===== config.mk =====
export PLATFORM = sky130hd
export DESIGN_NAME = pnm_raster_sample_decoder_unit_flat
export DESIGN_NICKNAME = d
export VERILOG_FILES = /design/src/hw/rtl/pnm_pkg.sv /design/src/hw/rtl/pnm_ifs.sv /design/src/hw/rtl/pnm_raster_sample_decoder_unit.sv /design/src/hw/rtl/pnm_scale_div.sv /design/src/flat_wrapper.sv
export SDC_FILE = /design/constraint.sdc
export NUM_CORES = 1
export LEC_CHECK = 0
export ABC_AREA = 1
export BUFFER_PORTS_ARGS = -buffer_cell sky130_fd_sc_hd__buf_2
export CORE_UTILIZATION = 25
export DETAILED_ROUTE_END_ITERATION = 10
export GPL_TIMING_DRIVEN = 0
export PLACE_DENSITY = 0.36
export SLEW_MARGIN = 20
export SYNTH_ARGS = -nofsm -noshare
export SYNTH_HDL_FRONTEND = slang
export SYNTH_SLANG_ARGS = --single-unit

===== constraint.sdc =====
create_clock -name clk -period 11.2 [get_ports clk]
set_clock_uncertainty 0.2 [all_clocks]
set_input_delay 0.56 -clock clk [delete_from_list [all_inputs] [get_ports clk]]
set_output_delay 0.56 -clock clk [all_outputs]
set_load 0.01 [all_outputs]

===== src/hw/rtl/pnm_pkg.sv =====
// shared types and constants of the pnm raster sample decoder
package pnm_pkg;

	// format codes
	localparam logic [2:0] FMT_P1 = 3'd0;
	localparam logic [2:0] FMT_P2 = 3'd1;
	localparam logic [2:0] FMT_P3 = 3'd2;
	localparam logic [2:0] FMT_P4 = 3'd3;
	localparam logic [2:0] FMT_P5 = 3'd4;
	localparam logic [2:0] FMT_P6 = 3'd5;

	// configuration register indexes
	localparam logic [1:0] CFG_FORMAT = 2'd0;
	localparam logic [1:0] CFG_MAXVAL = 2'd1;
	localparam logic [1:0] CFG_PIXELS = 2'd2;

	// error codes
	localparam logic [1:0] ERR_NONE  = 2'd0;
	localparam logic [1:0] ERR_SHORT = 2'd1;
	localparam logic [1:0] ERR_BAD   = 2'd2;

	// channel codes
	localparam logic [1:0] CH_RED  = 2'd0;
	localparam logic [1:0] CH_BLUE = 2'd2;

	// ascii characters
	localparam logic [7:0] CHR_0 = 8'h30;
	localparam logic [7:0] CHR_1 = 8'h31;
	localparam logic [7:0] CHR_9 = 8'h39;

	// widths and limits
	localparam int         PIX_W      = 25;
	localparam int         TOK_W      = 10;
	localparam logic [PIX_W-1:0] MAX_PIXELS = 25'd16777216;
	localparam logic [TOK_W-1:0] TOK_SAT    = 10'd1023;
	localparam logic [7:0] SAMPLE_FULL = 8'd255;
	localparam int         DIV_STEPS  = 8;

	// sequencer states
	typedef enum logic [2:0] {
		ST_IDLE,
		ST_DECODE,
		ST_SAMPLE,
		ST_DIV,
		ST_EMIT,
		ST_EOD
	} pnm_state_t;

	// divider request and status
	typedef struct packed {
		logic        start;
		logic [15:0] dividend;
		logic [7:0]  divisor;
	} pnm_div_req_t;

	typedef struct packed {
		logic       done;
		logic [7:0] quotient;
	} pnm_div_sts_t;

endpackage


===== src/hw/rtl/pnm_ifs.sv =====
// stream and configuration interfaces of the pnm raster sample decoder
interface pnm_in_if;
	logic       valid;
	logic       ready;
	logic [7:0] byte_in;
	logic       end_of_data;

	modport source (output valid, output byte_in, output end_of_data, input ready);
	modport sink   (input valid, input byte_in, input end_of_data, output ready);
endinterface

interface pnm_out_if;
	logic       valid;
	logic       ready;
	logic [7:0] sample;
	logic [1:0] channel;
	logic       pixel_done;
	logic       last;
	logic [1:0] error;

	modport source (output valid, output sample, output channel, output pixel_done,
		output last, output error, input ready);
	modport sink   (input valid, input sample, input channel, input pixel_done,
		input last, input error, output ready);
endinterface

interface pnm_cfg_if;
	logic        valid;
	logic        ready;
	logic [1:0]  index;
	logic [24:0] data;

	modport source (output valid, output index, output data, input ready);
	modport sink   (input valid, input index, input data, output ready);
endinterface


===== src/hw/rtl/pnm_raster_sample_decoder_unit.sv =====
// top level of the pnm raster sample decoder
// Decodes the raster body of a P1..P6 image, one request byte at a time; software writes
// format, maximum value and pixel count beforehand. The input is taken only when the
// sequencer is idle, and a result waits in the output register while the next byte comes
// in; a result that finds that register still full holds the sequencer until it drains.
// A byte that yields no sample returns to idle; a bit sample (P1, P4) needs no division,
// and a P4 byte yields up to eight of them; a scaled sample (P2, P3, P5, P6) goes through the
// shared divider that resolves value*255/max_value one quotient bit per cycle over eight
// steps, while a value above the maximum is clamped without division.
// At end of data the state clears for the next image.
module pnm_raster_sample_decoder_unit (
	input  logic      clk,
	input  logic      arst_n,
	pnm_in_if.sink    in_ch,
	pnm_out_if.source out_ch,
	pnm_cfg_if.sink   cfg
);
	import pnm_pkg::*;

	// sequencer and image state
	pnm_state_t       state_q, state_d;
	logic [2:0]       fmt_q;
	logic [7:0]       max_q;
	logic [PIX_W-1:0] pcount_q;
	logic [TOK_W-1:0] tok_q;
	logic [1:0]       dig_q;
	logic [1:0]       ci_q;
	logic [PIX_W-1:0] pix_q;
	logic             img_done_q;
	logic             eod_q;
	logic             bit_q;
	logic             rgb_q;
	logic             multi_q;
	logic [2:0]       k_q;
	logic             out_valid_q;

	// payload registers
	logic [7:0]       byte_q;
	logic [TOK_W-1:0] val_q;
	logic [7:0]       samp_q;
	logic [7:0]       o_sample_q;
	logic [1:0]       o_ch_q;
	logic             o_pd_q;
	logic             o_last_q;
	logic [1:0]       o_err_q;

	// combinational helpers
	logic [PIX_W-1:0] lim;
	logic             accept;
	logic             slot_free;
	logic             suppress;
	logic             ascii_c;
	logic             is_digit;
	logic [3:0]       dig_val;
	logic [TOK_W-1:0] tok_next;
	logic             tok_flush;
	logic [TOK_W-1:0] v_cur;
	logic [7:0]       m_eff;
	logic             over;
	logic             need_div;
	logic [7:0]       samp_now;
	logic [1:0]       err_now;
	logic [1:0]       ch_c;
	logic             done_c;
	logic [1:0]       ci_nxt;
	logic [PIX_W-1:0] pd_nxt;
	logic             cmpl_nxt;
	logic             more_c;
	logic             short_c;
	pnm_state_t       adv_state;
	logic             adv_c;
	logic             emit_c;
	logic [7:0]       e_sample;
	logic [1:0]       e_ch;
	logic             e_pd;
	logic             e_last;
	logic [1:0]       e_err;
	pnm_div_req_t     div_req;
	pnm_div_sts_t     div_sts;

	// pixel limit, capped
	assign lim = (pcount_q > MAX_PIXELS) ? MAX_PIXELS : pcount_q;

	// handshakes
	assign in_ch.ready = (state_q == ST_IDLE);
	assign accept      = in_ch.valid && in_ch.ready;
	assign cfg.ready   = 1'b1;
	assign slot_free   = !out_valid_q || out_ch.ready;

	// token gathering
	assign ascii_c   = (fmt_q == FMT_P2) || (fmt_q == FMT_P3);
	assign is_digit  = (byte_q >= CHR_0) && (byte_q <= CHR_9);
	assign dig_val   = 4'(byte_q - CHR_0);
	assign tok_next  = {tok_q[6:0], 3'b000} + {tok_q[8:0], 1'b0} + {6'd0, dig_val};
	assign tok_flush = ascii_c && (dig_q != 2'd0);

	// sample value and scaling checks
	assign suppress = img_done_q || (pix_q >= lim);
	assign v_cur    = multi_q ? {{(TOK_W-1){1'b0}}, byte_q[k_q]} : val_q;
	assign m_eff    = (max_q == 8'd0) ? 8'd1 : max_q;
	assign over     = v_cur > {2'b00, m_eff};
	assign need_div = !bit_q && !over;
	assign samp_now = bit_q ? {7'd0, v_cur[0]} : SAMPLE_FULL;
	assign err_now  = bit_q ? ERR_NONE : ERR_BAD;

	// channel rotation and pixel count
	assign ch_c     = !rgb_q ? CH_RED : ((ci_q == 2'd3) ? CH_RED : ci_q);
	assign done_c   = !rgb_q || (ch_c == CH_BLUE);
	assign ci_nxt   = !rgb_q ? ci_q : (done_c ? 2'd0 : ch_c + 2'd1);
	assign pd_nxt   = done_c ? pix_q + 25'd1 : pix_q;
	assign cmpl_nxt = done_c && (pd_nxt >= lim);
	assign more_c   = (multi_q && (k_q != 3'd0) && !cmpl_nxt) || (eod_q && (pd_nxt < lim));
	assign short_c  = pix_q < lim;

	// where to go once the current sample is dealt with
	assign adv_state = (multi_q && (k_q != 3'd0)) ? ST_SAMPLE : (eod_q ? ST_EOD : ST_IDLE);

	// divider request
	assign div_req.start    = (state_q == ST_SAMPLE) && !suppress && need_div;
	assign div_req.dividend = {v_cur[7:0], 8'd0} - {8'd0, v_cur[7:0]};
	assign div_req.divisor  = m_eff;

	pnm_scale_div u_div (
		.clk    (clk),
		.arst_n (arst_n),
		.req    (div_req),
		.sts    (div_sts)
	);

	// next state and result selection
	always_comb begin
		state_d  = state_q;
		emit_c   = 1'b0;
		adv_c    = 1'b0;
		e_sample = samp_now;
		e_ch     = ch_c;
		e_pd     = done_c;
		e_last   = !more_c;
		e_err    = err_now;
		unique case (state_q)
			ST_IDLE: begin
				if (in_ch.valid) state_d = ST_DECODE;
			end
			ST_DECODE: begin
				if (eod_q) begin
					state_d = tok_flush ? ST_SAMPLE : ST_EOD;
				end else begin
					unique case (fmt_q) inside
						FMT_P1: begin
							state_d = ((byte_q == CHR_0) || (byte_q == CHR_1)) ? ST_SAMPLE : ST_IDLE;
						end
						FMT_P2, FMT_P3: begin
							state_d = (!is_digit && (dig_q != 2'd0)) ? ST_SAMPLE : ST_IDLE;
						end
						FMT_P4, FMT_P5, FMT_P6: begin
							state_d = ST_SAMPLE;
						end
						default: begin
							state_d = ST_IDLE;
						end
					endcase
				end
			end
			ST_SAMPLE: begin
				if (suppress) begin
					adv_c   = 1'b1;
					state_d = adv_state;
				end else if (need_div) begin
					state_d = ST_DIV;
				end else if (slot_free) begin
					emit_c  = 1'b1;
					adv_c   = 1'b1;
					state_d = adv_state;
				end
			end
			ST_DIV: begin
				if (div_sts.done) state_d = ST_EMIT;
			end
			ST_EMIT: begin
				e_sample = samp_q;
				e_err    = ERR_NONE;
				if (slot_free) begin
					emit_c  = 1'b1;
					adv_c   = 1'b1;
					state_d = adv_state;
				end
			end
			ST_EOD: begin
				e_sample = 8'd0;
				e_ch     = CH_RED;
				e_pd     = 1'b0;
				e_last   = 1'b1;
				e_err    = ERR_SHORT;
				if (!short_c || slot_free) begin
					emit_c  = short_c;
					state_d = ST_IDLE;
				end
			end
			default: begin
				state_d = ST_IDLE;
			end
		endcase
	end

	// state register
	always_ff @(posedge clk or negedge arst_n) begin
		if (!arst_n) state_q <= ST_IDLE;
		else         state_q <= state_d;
	end

	// control and image state
	always_ff @(posedge clk or negedge arst_n) begin
		if (!arst_n) begin
			fmt_q       <= FMT_P1;
			max_q       <= 8'd255;
			pcount_q    <= 25'd1;
			tok_q       <= '0;
			dig_q       <= '0;
			ci_q        <= '0;
			pix_q       <= '0;
			img_done_q  <= 1'b0;
			eod_q       <= 1'b0;
			bit_q       <= 1'b0;
			rgb_q       <= 1'b0;
			multi_q     <= 1'b0;
			k_q         <= '0;
			out_valid_q <= 1'b0;
		end else begin
			// register writes
			if (cfg.valid) begin
				unique case (cfg.index)
					CFG_FORMAT: fmt_q    <= cfg.data[2:0];
					CFG_MAXVAL: max_q    <= cfg.data[7:0];
					CFG_PIXELS: pcount_q <= cfg.data;
					default: ;
				endcase
			end

			// request capture
			if (accept) eod_q <= in_ch.end_of_data;

			// byte decode and token update
			if (state_q == ST_DECODE) begin
				bit_q   <= !eod_q && ((fmt_q == FMT_P1) || (fmt_q == FMT_P4));
				rgb_q   <= (fmt_q == FMT_P3) || (fmt_q == FMT_P6);
				multi_q <= !eod_q && (fmt_q == FMT_P4);
				k_q     <= 3'd7;
				if (!eod_q && ascii_c) begin
					if (is_digit) begin
						if (dig_q != 2'd3) begin
							tok_q <= tok_next;
							dig_q <= dig_q + 2'd1;
						end else begin
							tok_q <= TOK_SAT;
						end
					end else if (dig_q != 2'd0) begin
						tok_q <= '0;
						dig_q <= '0;
					end
				end
			end

			// pixel accounting on each sample result
			if (emit_c && (state_q != ST_EOD)) begin
				ci_q       <= ci_nxt;
				pix_q      <= pd_nxt;
				img_done_q <= cmpl_nxt;
			end
			if (adv_c && (k_q != 3'd0)) k_q <= k_q - 3'd1;

			// end of image clears the token, channel and pixel state
			if ((state_q == ST_EOD) && (state_d == ST_IDLE)) begin
				tok_q      <= '0;
				dig_q      <= '0;
				ci_q       <= '0;
				pix_q      <= '0;
				img_done_q <= 1'b0;
			end

			// output register occupancy
			if (emit_c)            out_valid_q <= 1'b1;
			else if (out_ch.ready) out_valid_q <= 1'b0;
		end
	end

	// payload registers
	always_ff @(posedge clk) begin
		if (accept) byte_q <= in_ch.byte_in;
		if (state_q == ST_DECODE) begin
			if (eod_q || ascii_c)   val_q <= tok_q;
			else if (fmt_q == FMT_P1) val_q <= {{(TOK_W-1){1'b0}}, (byte_q == CHR_1)};
			else                    val_q <= {2'b00, byte_q};
		end
		if ((state_q == ST_DIV) && div_sts.done) samp_q <= div_sts.quotient;
		if (emit_c) begin
			o_sample_q <= e_sample;
			o_ch_q     <= e_ch;
			o_pd_q     <= e_pd;
			o_last_q   <= e_last;
			o_err_q    <= e_err;
		end
	end

	// result port
	assign out_ch.valid      = out_valid_q;
	assign out_ch.sample     = o_sample_q;
	assign out_ch.channel    = o_ch_q;
	assign out_ch.pixel_done = o_pd_q;
	assign out_ch.last       = o_last_q;
	assign out_ch.error      = o_err_q;

endmodule


===== src/hw/rtl/pnm_scale_div.sv =====
// eight-step restoring divider for the sample scaling
module pnm_scale_div (
	input  logic                  clk,
	input  logic                  arst_n,
	input  pnm_pkg::pnm_div_req_t req,
	output pnm_pkg::pnm_div_sts_t sts
);
	import pnm_pkg::*;

	logic       busy_q;
	logic       done_q;
	logic [2:0] cnt_q;
	logic [7:0] rem_q;
	logic [7:0] lo_q;
	logic [7:0] den_q;
	logic [7:0] quo_q;
	logic [8:0] trial;
	logic [8:0] diff;
	logic       ge;

	// one quotient bit per step
	assign trial = {rem_q, lo_q[7]};
	assign ge    = trial >= {1'b0, den_q};
	assign diff  = trial - {1'b0, den_q};

	// step control
	always_ff @(posedge clk or negedge arst_n) begin
		if (!arst_n) begin
			busy_q <= 1'b0;
			done_q <= 1'b0;
			cnt_q  <= '0;
		end else if (req.start) begin
			busy_q <= 1'b1;
			done_q <= 1'b0;
			cnt_q  <= 3'(DIV_STEPS - 1);
		end else if (busy_q) begin
			if (cnt_q == '0) begin
				busy_q <= 1'b0;
				done_q <= 1'b1;
			end else begin
				cnt_q <= cnt_q - 3'd1;
			end
		end else begin
			done_q <= 1'b0;
		end
	end

	// remainder and quotient shift
	always_ff @(posedge clk) begin
		if (req.start) begin
			rem_q <= req.dividend[15:8];
			lo_q  <= req.dividend[7:0];
			den_q <= req.divisor;
		end else if (busy_q) begin
			rem_q <= ge ? diff[7:0] : trial[7:0];
			lo_q  <= {lo_q[6:0], 1'b0};
			quo_q <= {quo_q[6:0], ge};
		end
	end

	assign sts.done     = done_q;
	assign sts.quotient = quo_q;

endmodule


===== src/flat_wrapper.sv =====
// flat-port wrapper written by rule: the top's interface ports become plain ports
module pnm_raster_sample_decoder_unit_flat import pnm_pkg::*;
  (clk, arst_n, in_ch_valid, in_ch_byte_in, in_ch_end_of_data, in_ch_ready, out_ch_valid, out_ch_sample, out_ch_channel, out_ch_pixel_done, out_ch_last, out_ch_error, out_ch_ready, cfg_valid, cfg_index, cfg_data, cfg_ready);
  pnm_in_if in_ch_i ();
  pnm_out_if out_ch_i ();
  pnm_cfg_if cfg_i ();
  input  logic clk;
  input  logic arst_n;
  input wire logic [$bits(in_ch_i.valid)-1:0] in_ch_valid;
  input wire logic [$bits(in_ch_i.byte_in)-1:0] in_ch_byte_in;
  input wire logic [$bits(in_ch_i.end_of_data)-1:0] in_ch_end_of_data;
  output wire logic [$bits(in_ch_i.ready)-1:0] in_ch_ready;
  output wire logic [$bits(out_ch_i.valid)-1:0] out_ch_valid;
  output wire logic [$bits(out_ch_i.sample)-1:0] out_ch_sample;
  output wire logic [$bits(out_ch_i.channel)-1:0] out_ch_channel;
  output wire logic [$bits(out_ch_i.pixel_done)-1:0] out_ch_pixel_done;
  output wire logic [$bits(out_ch_i.last)-1:0] out_ch_last;
  output wire logic [$bits(out_ch_i.error)-1:0] out_ch_error;
  input wire logic [$bits(out_ch_i.ready)-1:0] out_ch_ready;
  input wire logic [$bits(cfg_i.valid)-1:0] cfg_valid;
  input wire logic [$bits(cfg_i.index)-1:0] cfg_index;
  input wire logic [$bits(cfg_i.data)-1:0] cfg_data;
  output wire logic [$bits(cfg_i.ready)-1:0] cfg_ready;
  assign in_ch_i.valid = in_ch_valid;
  assign in_ch_i.byte_in = in_ch_byte_in;
  assign in_ch_i.end_of_data = in_ch_end_of_data;
  assign in_ch_ready = in_ch_i.ready;
  assign out_ch_valid = out_ch_i.valid;
  assign out_ch_sample = out_ch_i.sample;
  assign out_ch_channel = out_ch_i.channel;
  assign out_ch_pixel_done = out_ch_i.pixel_done;
  assign out_ch_last = out_ch_i.last;
  assign out_ch_error = out_ch_i.error;
  assign out_ch_i.ready = out_ch_ready;
  assign cfg_i.valid = cfg_valid;
  assign cfg_i.index = cfg_index;
  assign cfg_i.data = cfg_data;
  assign cfg_ready = cfg_i.ready;
  pnm_raster_sample_decoder_unit u_core (.clk(clk), .arst_n(arst_n), .in_ch(in_ch_i), .out_ch(out_ch_i), .cfg(cfg_i));
endmodule

==> impl_metrics.ini, run 1 <==
[status]
status = finished clean

[critical_path]
worstPathRequired_ns = 11.08
cp-end-kind = flop
crit_path_max_fanout = 16
worstSetupPathType = flop to flop
rr_startpoint = u_core.pcount_q[21]
crit_chain = nor4_1 > nand2_1 > nor3_1 > nand4_1 > nand2_1 > clkbuf_1 > nand2_1 > ha_1 > nand2_1 > a21oi_1 > nor2_1 > nand2_1 > a21oi_2 > nand3_2 > nor2_2 > nand2_1 > buf_2 > nand2_1
crit_start = u_core.pcount_q[21]
critPathMaxStageDelay_ns = 0.58
slowest_stage = clkbuf_1
cpMostUsedCell = nand2_1
worst_ep_arrival_time_ns = 5.16
cp-start-kind = flop

[run]
max-cap-violations = 0

[floorplan]
dieArea_mm2 = 0.0411
chipWidth_um = 203
core_mm2 = 0.0397
rows = 73
die_y_um = 203
start_util_pct = 25.4
ioPinCount = 58

[route]
drc = 0
wirelength_um = 28600
first_pass_iters = 5
vias_per_cell = 4.39
drt-initial-drc-count = 379
antenna_left = 0
post_drt_wl_per_cell_um = 15.9
num_vias = 7893

[logic_synthesis]
synth_flop_cell = dfrtp_1
synthSimpleGateAreaFrac_pct = 21.4
ys_seq_area_share_pct = 44.4
synth_fa_ha_area_share_pct = 11.6
syn_area_per_cell_um2 = 8.55
synth_top_family_by_area = simple AND/OR/NAND/NOR gates
syn_nets = 1312
ys_ff_latch = 164
async_reset_ff_share_pct = 56.1
synth_edf_count = 72
syn_inst = 1179
synth-compound-area-share_pct = 10.1
synthMuxAreaShare_pct = 1.79
yosys.area_share.xor_xnor_pct = 3.04
synth_cell_types = 51
synth_area_mm2 = 0.0101
yosys_warnings = 0

[hold_path]
worstHoldStart = in_ch_byte_in[2]
hold_class = input port to flop

[timing]
finalHoldViolations = 0
slew_headroom_pct = 44.2
fmax_mhz = 189
period_needed_ns = 5.28
slew_viol_final = 0
fin_crit_sh_pct = 47.2
setup_tns_ns = 0
rsz0062_at_grt = false
setup_viol = 0
worstMarginPinSlew_ns = 0.834

[clock_tree]
clock-sinks = 164
clock_latency_ns = 0.45
root_buffer = clkbuf_16
clockBufferDepth = 2
cts_tree = yes
cts_made_buffers = 17
clk_pin_slew_ns = 0.07
h-tree-depth = 4
cts_resized = 0

[layout]
final_cell_mix = nand2_1, inv_1, ha_1, dfrtp_1, nor2_1
mostFrequentLayoutCell = nand2_1
fin_util_pct = 29.4
seq_area_mm2 = 0.00448
area_delta_synth_final_pct = 15.9
final_layout_size_suffix_gt1_share_pct = 12.8
nNetsFinal = 1390
final.fill_count = 4269
multi_input_area_mm2 = 0.00485

[grt]
grt_overflow = 0
grt_pass1_wl_um = 45400
grt_usage_pct = 14.6
grt_pass1_vias = 7885
antenna_found_initial = 0
grt_max_degree = 52

[placement]
dp_hpwl_um = 22300
port_buffers = 56
routabilityCongestion = 0.779

[power]
leakagePower_nw = 5.58
peakVddDrop_uv = 119
power.density_mw_per_mm2 = 237
synth_stat cells (all sizes together) (2+ instances only):
cell | n | area share, %
edfxtp | 72 | 21
a211oi | 3 | 0.22
a21boi | 2 | 0.15
buf | 13 | 0.82
o21a | 6 | 0.45
dfstp | 9 | 2.3
clkbuf | 15 | 0.56
nor4 | 13 | 0.96
xnor2 | 4 | 0.35
nand4 | 17 | 1.1
nand3b | 3 | 0.22
o31ai | 4 | 0.30
a21oi | 47 | 2.4
fa | 3 | 0.60
a21o | 2 | 0.15
nand3 | 48 | 2.6
xor2 | 31 | 2.7
nor3 | 21 | 1.4
mux2 | 16 | 1.8
nand2 | 306 | 12
o211ai | 9 | 0.67
o21ai | 84 | 4.2
ha | 89 | 11
a31oi | 3 | 0.19
dfrtp | 83 | 21
a22oi | 2 | 0.15
or2 | 2 | 0.12
o22ai | 13 | 0.81
inv | 166 | 6.2
nor2 | 87 | 3.4
path summary, 6_finish.rpt:
path                                         end  slack (ns)  depth (start not counted)
hold reg to reg                 u_core.samp_q[7]        0.23                          0
hold / removal                  u_core.byte_q[2]         0.1                          1
max in group asynchronous        u_core.max_q[6]        9.68                          3
setup reg to reg           u_core.u_div.rem_q[4]        5.92                         18
setup / recovery           u_core.u_div.rem_q[4]        5.92                         18
min in group asynchronous    u_core.pcount_q[15]        0.41                          2
worst max-delay path: cells and delay by family, from the launching register on:
kind / cells / cell delay [ns]
and+or+nand+nor: 13 / 2.84
buffers and inverters: 2 / 0.80
DFF: 1 / 0.41
adders and majority gates: 1 / 0.34
AOI/OAI and AO/OA: 2 / 0.31
repair_timing:
item                                   CTS  global route
hold buffers                             1             0
endpoints found under the hold margin   41             0
setup buffers                            0             0
routing by layer:
metal  up-vias  share of wire, %  track usage (%)
met3        14               2.1             2.04
met2        88                44             22.2
met4         0               1.3             4.35
met5         -                 0                0
li1       4091                 -                -
met1      3700                53             21.3
cell families after synthesis:
| logic type | Yosys count |
|---|---|
| other | 1 |
| muxes | 16 |
| and+or+nand+nor | 497 |
| DFF | 164 |
| AOI/OAI and AO/OA | 180 |
| buffers and inverters | 194 |
| adders and majority gates | 92 |
| xor gates and xnor gates | 35 |
report_power, final:
| group | switching [W] | leakage, nW | total (W) | internal [W] |
|---|---|---|---|---|
| Clock | 0.000287 | 0.299 | 0.000627 | 0.000340 |
| Sequential | 0.000132 | 1.82 | 0.000974 | 0.000842 |
| Combinational | 0.000776 | 3.46 | 0.00117 | 0.000390 |
through the flow:
stage	setup slack (ns)	cells	cell area [um^2]	hold WS, ns	total power, W
6_report	5.92	1796	11700	0.0966	0.00277
5_1_grt	5.52	1795	11700	0.0770	0.00302
4_1_cts	5.81	1795	11700	0.0737	0.00282
3_5_place_dp	5.84	1762	11100	0.234	0.00217
3_3_place_gp	5.83	1760	11000	0.211	0.00217
2_1_floorplan	7.56	1179	10100	0.0644	0.00177
sequential cells by signal, indices dropped and copies added, names as in the netlist, 2 cells and up:
register and count:
u_core.byte_q 8, u_core.ci_q 2, u_core.dig_q 2, u_core.fmt_q 3, u_core.k_q 3, u_core.max_q 8, u_core.out_ch.channel 2, u_core.out_ch.error 2
u_core.out_ch.sample 8, u_core.pcount_q 25, u_core.pix_q 25, u_core.samp_q 8, u_core.state_q 3, u_core.tok_q 10, u_core.u_div.cnt_q 3, u_core.u_div.den_q 8
u_core.u_div.lo_q 8, u_core.u_div.quo_q 8, u_core.u_div.rem_q 8, u_core.val_q 10
cell type report:
type                       count  area share (%)
antenna                        1          0.0214
tap                          525            5.62
clock buffer                  17            3.64
inverter                     166            5.36
timing repair buffer          59            2.82
multi-input combinational    821            41.5
sequential                   164            38.3
clock inverter                15            1.55
buffer                        28            1.19
Power figures use the tool's default switching activity.
==> run 2, diff against run 1 <==
==> constraint.sdc (replaced) <==
create_clock -name clk -period 5.23 [get_ports clk]
set_clock_uncertainty 0.2 [all_clocks]
set_input_delay 0.2615 -clock clk [delete_from_list [all_inputs] [get_ports clk]]
set_output_delay 0.2615 -clock clk [all_outputs]
set_load 0.01 [all_outputs]
==> run 2 against run 1 <==
Cell area up 3.0%. Wire length up 0.68%. Worst hold slack better by 0.0023 ns. Maximum frequency up 8.6%. Critical path type unchanged.
==> impl_metrics.ini, run 2 (synthesis results as in run 1) <==
[route]
antenna_left = 0
num_vias = 8055
first_pass_iters = 5
vias_per_cell = 4.40
drc = 0
drt-initial-drc-count = 392
wirelength_um = 28800
post_drt_wl_per_cell_um = 15.7

[timing]
slew_viol_final = 0
fmax_mhz = 206
rsz0062_at_grt = false
setup_viol = 0
slew_headroom_pct = 44.2
period_needed_ns = 4.87
finalHoldViolations = 0
fin_crit_sh_pct = 93.0
worstMarginPinSlew_ns = 0.834
worst_slack_ns = 0.364

[hold_path]
worstHoldStart = out_ch_ready
hold_end = u_core.state_q[2]
hold_class = input port to flop
whs_path_depth = 4

[layout]
nNetsFinal = 1424
largestRegisters = u_core.pcount_q x25, u_core.pix_q x25
area_delta_synth_final_pct = 19.3
final_layout_size_suffix_gt1_share_pct = 12.7
final_cells = 1830
mostFrequentLayoutCell = nand2_1
fin_area_mm2 = 0.0120
final_cell_mix = nand2_1, inv_1, ha_1, dfrtp_1, nor2_1
final.fill_count = 4248

[clock_tree]
clk_pin_slew_ns = 0.07
root_buffer = clkbuf_16
clock_latency_ns = 0.45
h-tree-depth = 4
cts_tree = yes
clockBufferDepth = 2
clock-sinks = 164
cts_made_buffers = 17

[critical_path]
cp-start-kind = flop
worstPathRequired_ns = 5.37
crit_path_max_fanout = 15
r2r_end = u_core.pix_q[19]
rr_startpoint = u_core.pcount_q[20]
cpMostUsedCell = nand2_1
r2r_cells = 23
worst_ep_arrival_time_ns = 5.00
worstSetupPathType = flop to flop
reg2reg_slack_ns = 0.36
critPathMaxStageDelay_ns = 0.42
slowest_stage = nor3_1
crit_chain = nor4_1 > nand2_1 > nor3_1 > nand4_1 > nand2_1 > clkbuf_2 > nand2_1 > ha_1 > nand2_1 > a21oi_1 > nor2_1 > nand2_1 > a21oi_2 > nand3_2 > nor2_2 > nand2_2 > nand2_4 > nand2_4 > nand2_4 > buf_6 > inv_4 > nand2_1 > nand2_1
cp-end-kind = flop

[floorplan]
die_y_um = 203
dieArea_mm2 = 0.0411
core_mm2 = 0.0397
rows = 73
chipWidth_um = 203
ioPinCount = 58
start_util_pct = 25.4

[grt]
grt_max_degree = 52
grt_pass1_vias = 8006
grt_pass1_wl_um = 45700
antenna_found_initial = 0
grt_overflow = 0
grt_usage_pct = 14.7

[placement]
place_area_mm2 = 0.0111
port_buffers = 56
routabilityCongestion = 0.779
dp_hpwl_um = 22300
numPlacedInstances = 1762
dp_slack_ns = -0.128

[run]
max-cap-violations = 0

[power]
peakVddDrop_uv = 254
p_total_w = 0.00595
power.density_mw_per_mm2 = 495
leakagePower_nw = 5.73

[status]
status = finished clean
[run 2: cell count changes in the layout (fill, tap and decap cells not counted), sizes merged]
| cell | change |
|---|---|
| dlygate4sd3 | +34 |
[run 2: report_power, final]
part / leakage [nW] / switching [W] / internal (W)
clock network: 0.299 / 0.000616 / 0.000728
registers: 1.82 / 0.000284 / 0.00180
logic: 3.60 / 0.00167 / 0.000854
total: 5.73 / 0.00257 / 0.00338
[run 2: timing repair]
action                                  CTS  global route
endpoints found under the setup margin   16            56
buffers inserted                          0             0
cloned                                    0             0
gates resized for setup                   2             2
hold buffers                             35             0
hold endpoints to repair                122             0
[run 2: area by class of cell]
| cell class | instances | area (um^2) | area share [%] |
|---|---|---|---|
| antenna | 1 | 2.50 | 0.0208 |
| buffer | 28 | 141 | 1.18 |
| clock buffer | 17 | 425 | 3.54 |
| clock inverter | 15 | 181 | 1.51 |
| inverter | 166 | 626 | 5.20 |
| multi-input combinational | 821 | 4850 | 40.3 |
| sequential | 164 | 4480 | 37.2 |
| tap | 525 | 657 | 5.46 |
| timing repair buffer | 93 | 669 | 5.57 |
[run 2: layer usage]
| metal | wire length, um | share of wire, % | vias to the layer above | global-route usage (%) |
|---|---|---|---|---|
| li1 | - | - | 4163 | - |
| met2 | 12600 | 44 | 98 | 22.4 |
| met4 | 364 | 1.3 | 0 | 4.35 |
| met5 | 0 | 0 | - | 0 |
| met1 | 15100 | 53 | 3780 | 21.3 |
| met3 | 683 | 2.4 | 14 | 2.02 |
[run 2: worst max-delay path by stage]
stage                              startpoint                     to  slack [ns]
after floorplan           u_core.pcount_q[20]   u_core.u_div.lo_q[0]        1.59
after global placement    u_core.pcount_q[20]  u_core.u_div.rem_q[2]       -0.14
after detailed placement  u_core.pcount_q[20]  u_core.u_div.rem_q[2]       -0.13
after CTS                 u_core.pcount_q[20]       u_core.pix_q[15]        0.14
after global routing      u_core.pcount_q[20]  u_core.u_div.quo_q[4]        0.08
final                     u_core.pcount_q[20]       u_core.pix_q[19]        0.36
[run 2: per-stage QoR]
step,setup TNS [ns],hold slack (ns),util (%)
after floorplan,0,-0.234,-
after detailed placement,-2.04,0.0367,27.8
after CTS,0,0.0795,30.3
after global placement,-2.24,0.211,27.7
final,0,0.0988,30.3
after global routing,0,0.105,30.3
[run 2: worst max-delay path, delay by kind of cell, from the launching register on]
kind / cells / cell delay (ns)
DFF: 1 / 0.40
adders and majority gates: 1 / 0.31
buffers and inverters: 3 / 0.65
AOI/OAI and AO/OA: 2 / 0.32
and+or+nand+nor: 17 / 2.87
==> run 3, diff against run 2 <==
--- a/config.mk
+++ b/config.mk
@@ -5,7 +5,6 @@
 export SDC_FILE = /design/constraint.sdc
 export NUM_CORES = 1
 export LEC_CHECK = 0
-export ABC_AREA = 1
 export BUFFER_PORTS_ARGS = -buffer_cell sky130_fd_sc_hd__buf_2
 export CORE_UTILIZATION = 25
 export DETAILED_ROUTE_END_ITERATION = 10
==> run 3 against run 2 <==
Flip-flop and latch count unchanged. First-iteration DRC count rose by 4.8%. Synthesized cell count fell by 17%. Highest routed layer unchanged.
==> impl_metrics.ini, run 3 <==
[critical_path]
r2r_cells = 18
worstSetupPathType = flop to flop
cp-end-kind = flop
worstPathRequired_ns = 5.21
reg2reg_slack_ns = 0.28
critPathMaxStageDelay_ns = 0.46
cpMostUsedCell = ha_1
cp-start-kind = flop
crit_chain = inv_1 > nor3b_1 > ha_1 > nand2b_1 > and4_1 > buf_4 > and3_1 > nand4_2 > or3_4 > xnor2_1 > ha_1 > nand2_1 > o21ai_0 > a2111oi_2 > o31ai_1 > o21ai_1 > a21oi_1 > o31a_1
r2r_end = u_core.out_ch.last
slowest_stage = or3_4
rr_startpoint = u_core.rgb_q
worst_ep_arrival_time_ns = 4.92
crit_path_max_fanout = 5
crit_start = u_core.rgb_q

[logic_synthesis]
synthMuxAreaShare_pct = 6.24
synthTopCellsByCount = nand2_1, ha_1, dfrtp_1
synth_flop_cell = dfrtp_1
synth_edf_count = 72
syn_area_per_cell_um2 = 10.3
synth-compound-area-share_pct = 14.8
async_reset_ff_share_pct = 56.1
yosys.area_share.xor_xnor_pct = 3.38
ys_ff_latch = 164
syn_inst = 977
yosys_warnings = 0
synth_cell_types = 73
ys_seq_area_share_pct = 44.3
synth.most_common_cell = nand2_1
synth_top_family_by_area = simple AND/OR/NAND/NOR gates
yosysTopAreaCellShare_pct = 21.4
syn_nets = 1110
synthSimpleGateAreaFrac_pct = 16.2
synth_top_area_cell = edfxtp_1
synthTopCellsByArea = edfxtp_1, dfrtp_1, ha_1
synth_area_mm2 = 0.0101
synth_fa_ha_area_share_pct = 11.6

[grt]
grt_max_degree = 66
antenna_found_initial = 0
grt_overflow = 0
grt_pass1_vias = 8007
grt_pass1_wl_um = 46900
grt_usage_pct = 14.9

[power]
p_seq_share_pct = 46.7
leakagePower_nw = 4.93
p_comb_share_pct = 12.7
peakVddDrop_uv = 225
clkPwrFrac_pct = 40.6
p_int_w = 0.00229
p_sw_share_pct = 27.0
p_sw_w = 0.000845
power.density_mw_per_mm2 = 259

[status]
status = finished clean

[layout]
mostFrequentLayoutCell = nand2_1
largestRegisters = u_core.pcount_q x25, u_core.pix_q x25
final.fill_count = 4185
seq_area_mm2 = 0.00448
multi_input_area_mm2 = 0.00533
final_layout_size_suffix_gt1_share_pct = 16.3
final_cells = 1628
nNetsFinal = 1222
area_delta_synth_final_pct = 19.6
fin_area_mm2 = 0.0121
final_cell_mix = nand2_1, ha_1, dfrtp_1, edfxtp_1, a21oi_1

[clock_tree]
cts_made_buffers = 17
clk_pin_slew_ns = 0.07
clock-sinks = 164
root_buffer = clkbuf_16
h-tree-depth = 4
clock_latency_ns = 0.44
clockBufferDepth = 2
cts_tree = yes

[timing]
fin_crit_sh_pct = 94.6
fmax_mhz = 202
finalHoldViolations = 0
worstMarginPinSlew_ns = 0.913
slew_headroom_pct = 39.1
slew_viol_final = 0
period_needed_ns = 4.95
setup_viol = 0
setup_tns_ns = 0

[route]
post_drt_wl_per_cell_um = 17.7
drt-initial-drc-count = 411
num_vias = 7668
vias_per_cell = 4.71
antenna_left = 0
drc = 0
wirelength_um = 28900
first_pass_iters = 5

[run]
max-cap-violations = 0

[floorplan]
chipWidth_um = 203
die_y_um = 203
start_util_pct = 25.4
core_mm2 = 0.0398
dieArea_mm2 = 0.0412
rows = 73
ioPinCount = 58

[placement]
routabilityCongestion = 0.784
dp_hpwl_um = 22000
port_buffers = 56
numPlacedInstances = 1559
place_area_mm2 = 0.0111

[hold_path]
hold_class = input port to async pin
run 3: power groups by stage:
stage,logic [W],clock network [W],registers [W]
finish,0.000397,0.00127,0.00146
global route,0.000453,0.00137,0.00147
CTS,0.000398,0.00132,0.00147
detailed placement,0.000375,0,0.00149
global placement,0.000371,0,0.00149
floorplan,0.000261,0,0.00146
run 3: through the flow:
step	total power [W]	hold slack (ns)	utilization [%]	setup WS (ns)
floorplan	0.00172	-0.234	-	0.802
global placement	0.00186	0.215	27.7	-0.835
detailed placement	0.00187	-0.0318	27.8	-0.471
CTS	0.00319	0.0519	30.3	0.0231
global route	0.00330	0.0626	30.3	-0.00158
finish	0.00313	0.0595	30.4	0.282
run 3: how the worst max path moves through the flow:
stage,endpoint,slack [ns],depth (start not counted)
after detailed placement,u_core.out_ch.sample[4],-0.47,14
after global routing,u_core.out_ch.last,-0.002,17
after global placement,u_core.out_ch.sample[4],-0.83,14
after CTS,u_core.pix_q[15],0.02,15
final,u_core.out_ch.last,0.28,18
after floorplan,u_core.out_ch.channel[0],0.80,14
run 3: worst max-delay path, delay by kind of cell, from the launching register on:
family	cells	cell delay, ns
fa+ha+maj	2	0.57
compound gates	6	1.45
flops	1	0.40
xor+xnor	1	0.13
buf+inv	2	0.28
simple gates	7	1.66
run 3: repair_timing:
action | CTS | global route
setup endpoints to repair | 69 | 92
pin swaps | 1 | 0
hold endpoints to repair | 128 | 0
gates resized for setup | 6 | 9
setup buffers | 1 | 0
hold buffers | 35 | 0
run 3: cell type report:
cell class	instances	area share, %
clock buffer	17	3.52
inverter	42	1.30
tap	525	5.43
multi-input combinational	727	44.1
sequential	164	37.0
timing repair buffer	93	5.66
clock inverter	15	1.27
antenna	1	0.0207
buffer	44	1.64
run 3: per-layer routing:
metal | global-route usage, % | vias up | share of wire [%] | routed length, um
met5 | 0 | - | 0 | 0
met4 | 3.57 | 0 | 1.0 | 301
met3 | 2.05 | 18 | 1.9 | 549
met2 | 23.1 | 81 | 44 | 12800
met1 | 21.6 | 3718 | 53 | 15200
li1 | - | 3851 | - | -
run 3: cells by family after synthesis:
logic type | Yosys count
flops | 164
compound gates | 228
other cells | 1
simple gates | 312
fa+ha+maj | 92
buf+inv | 86
mux | 55
xor+xnor | 39
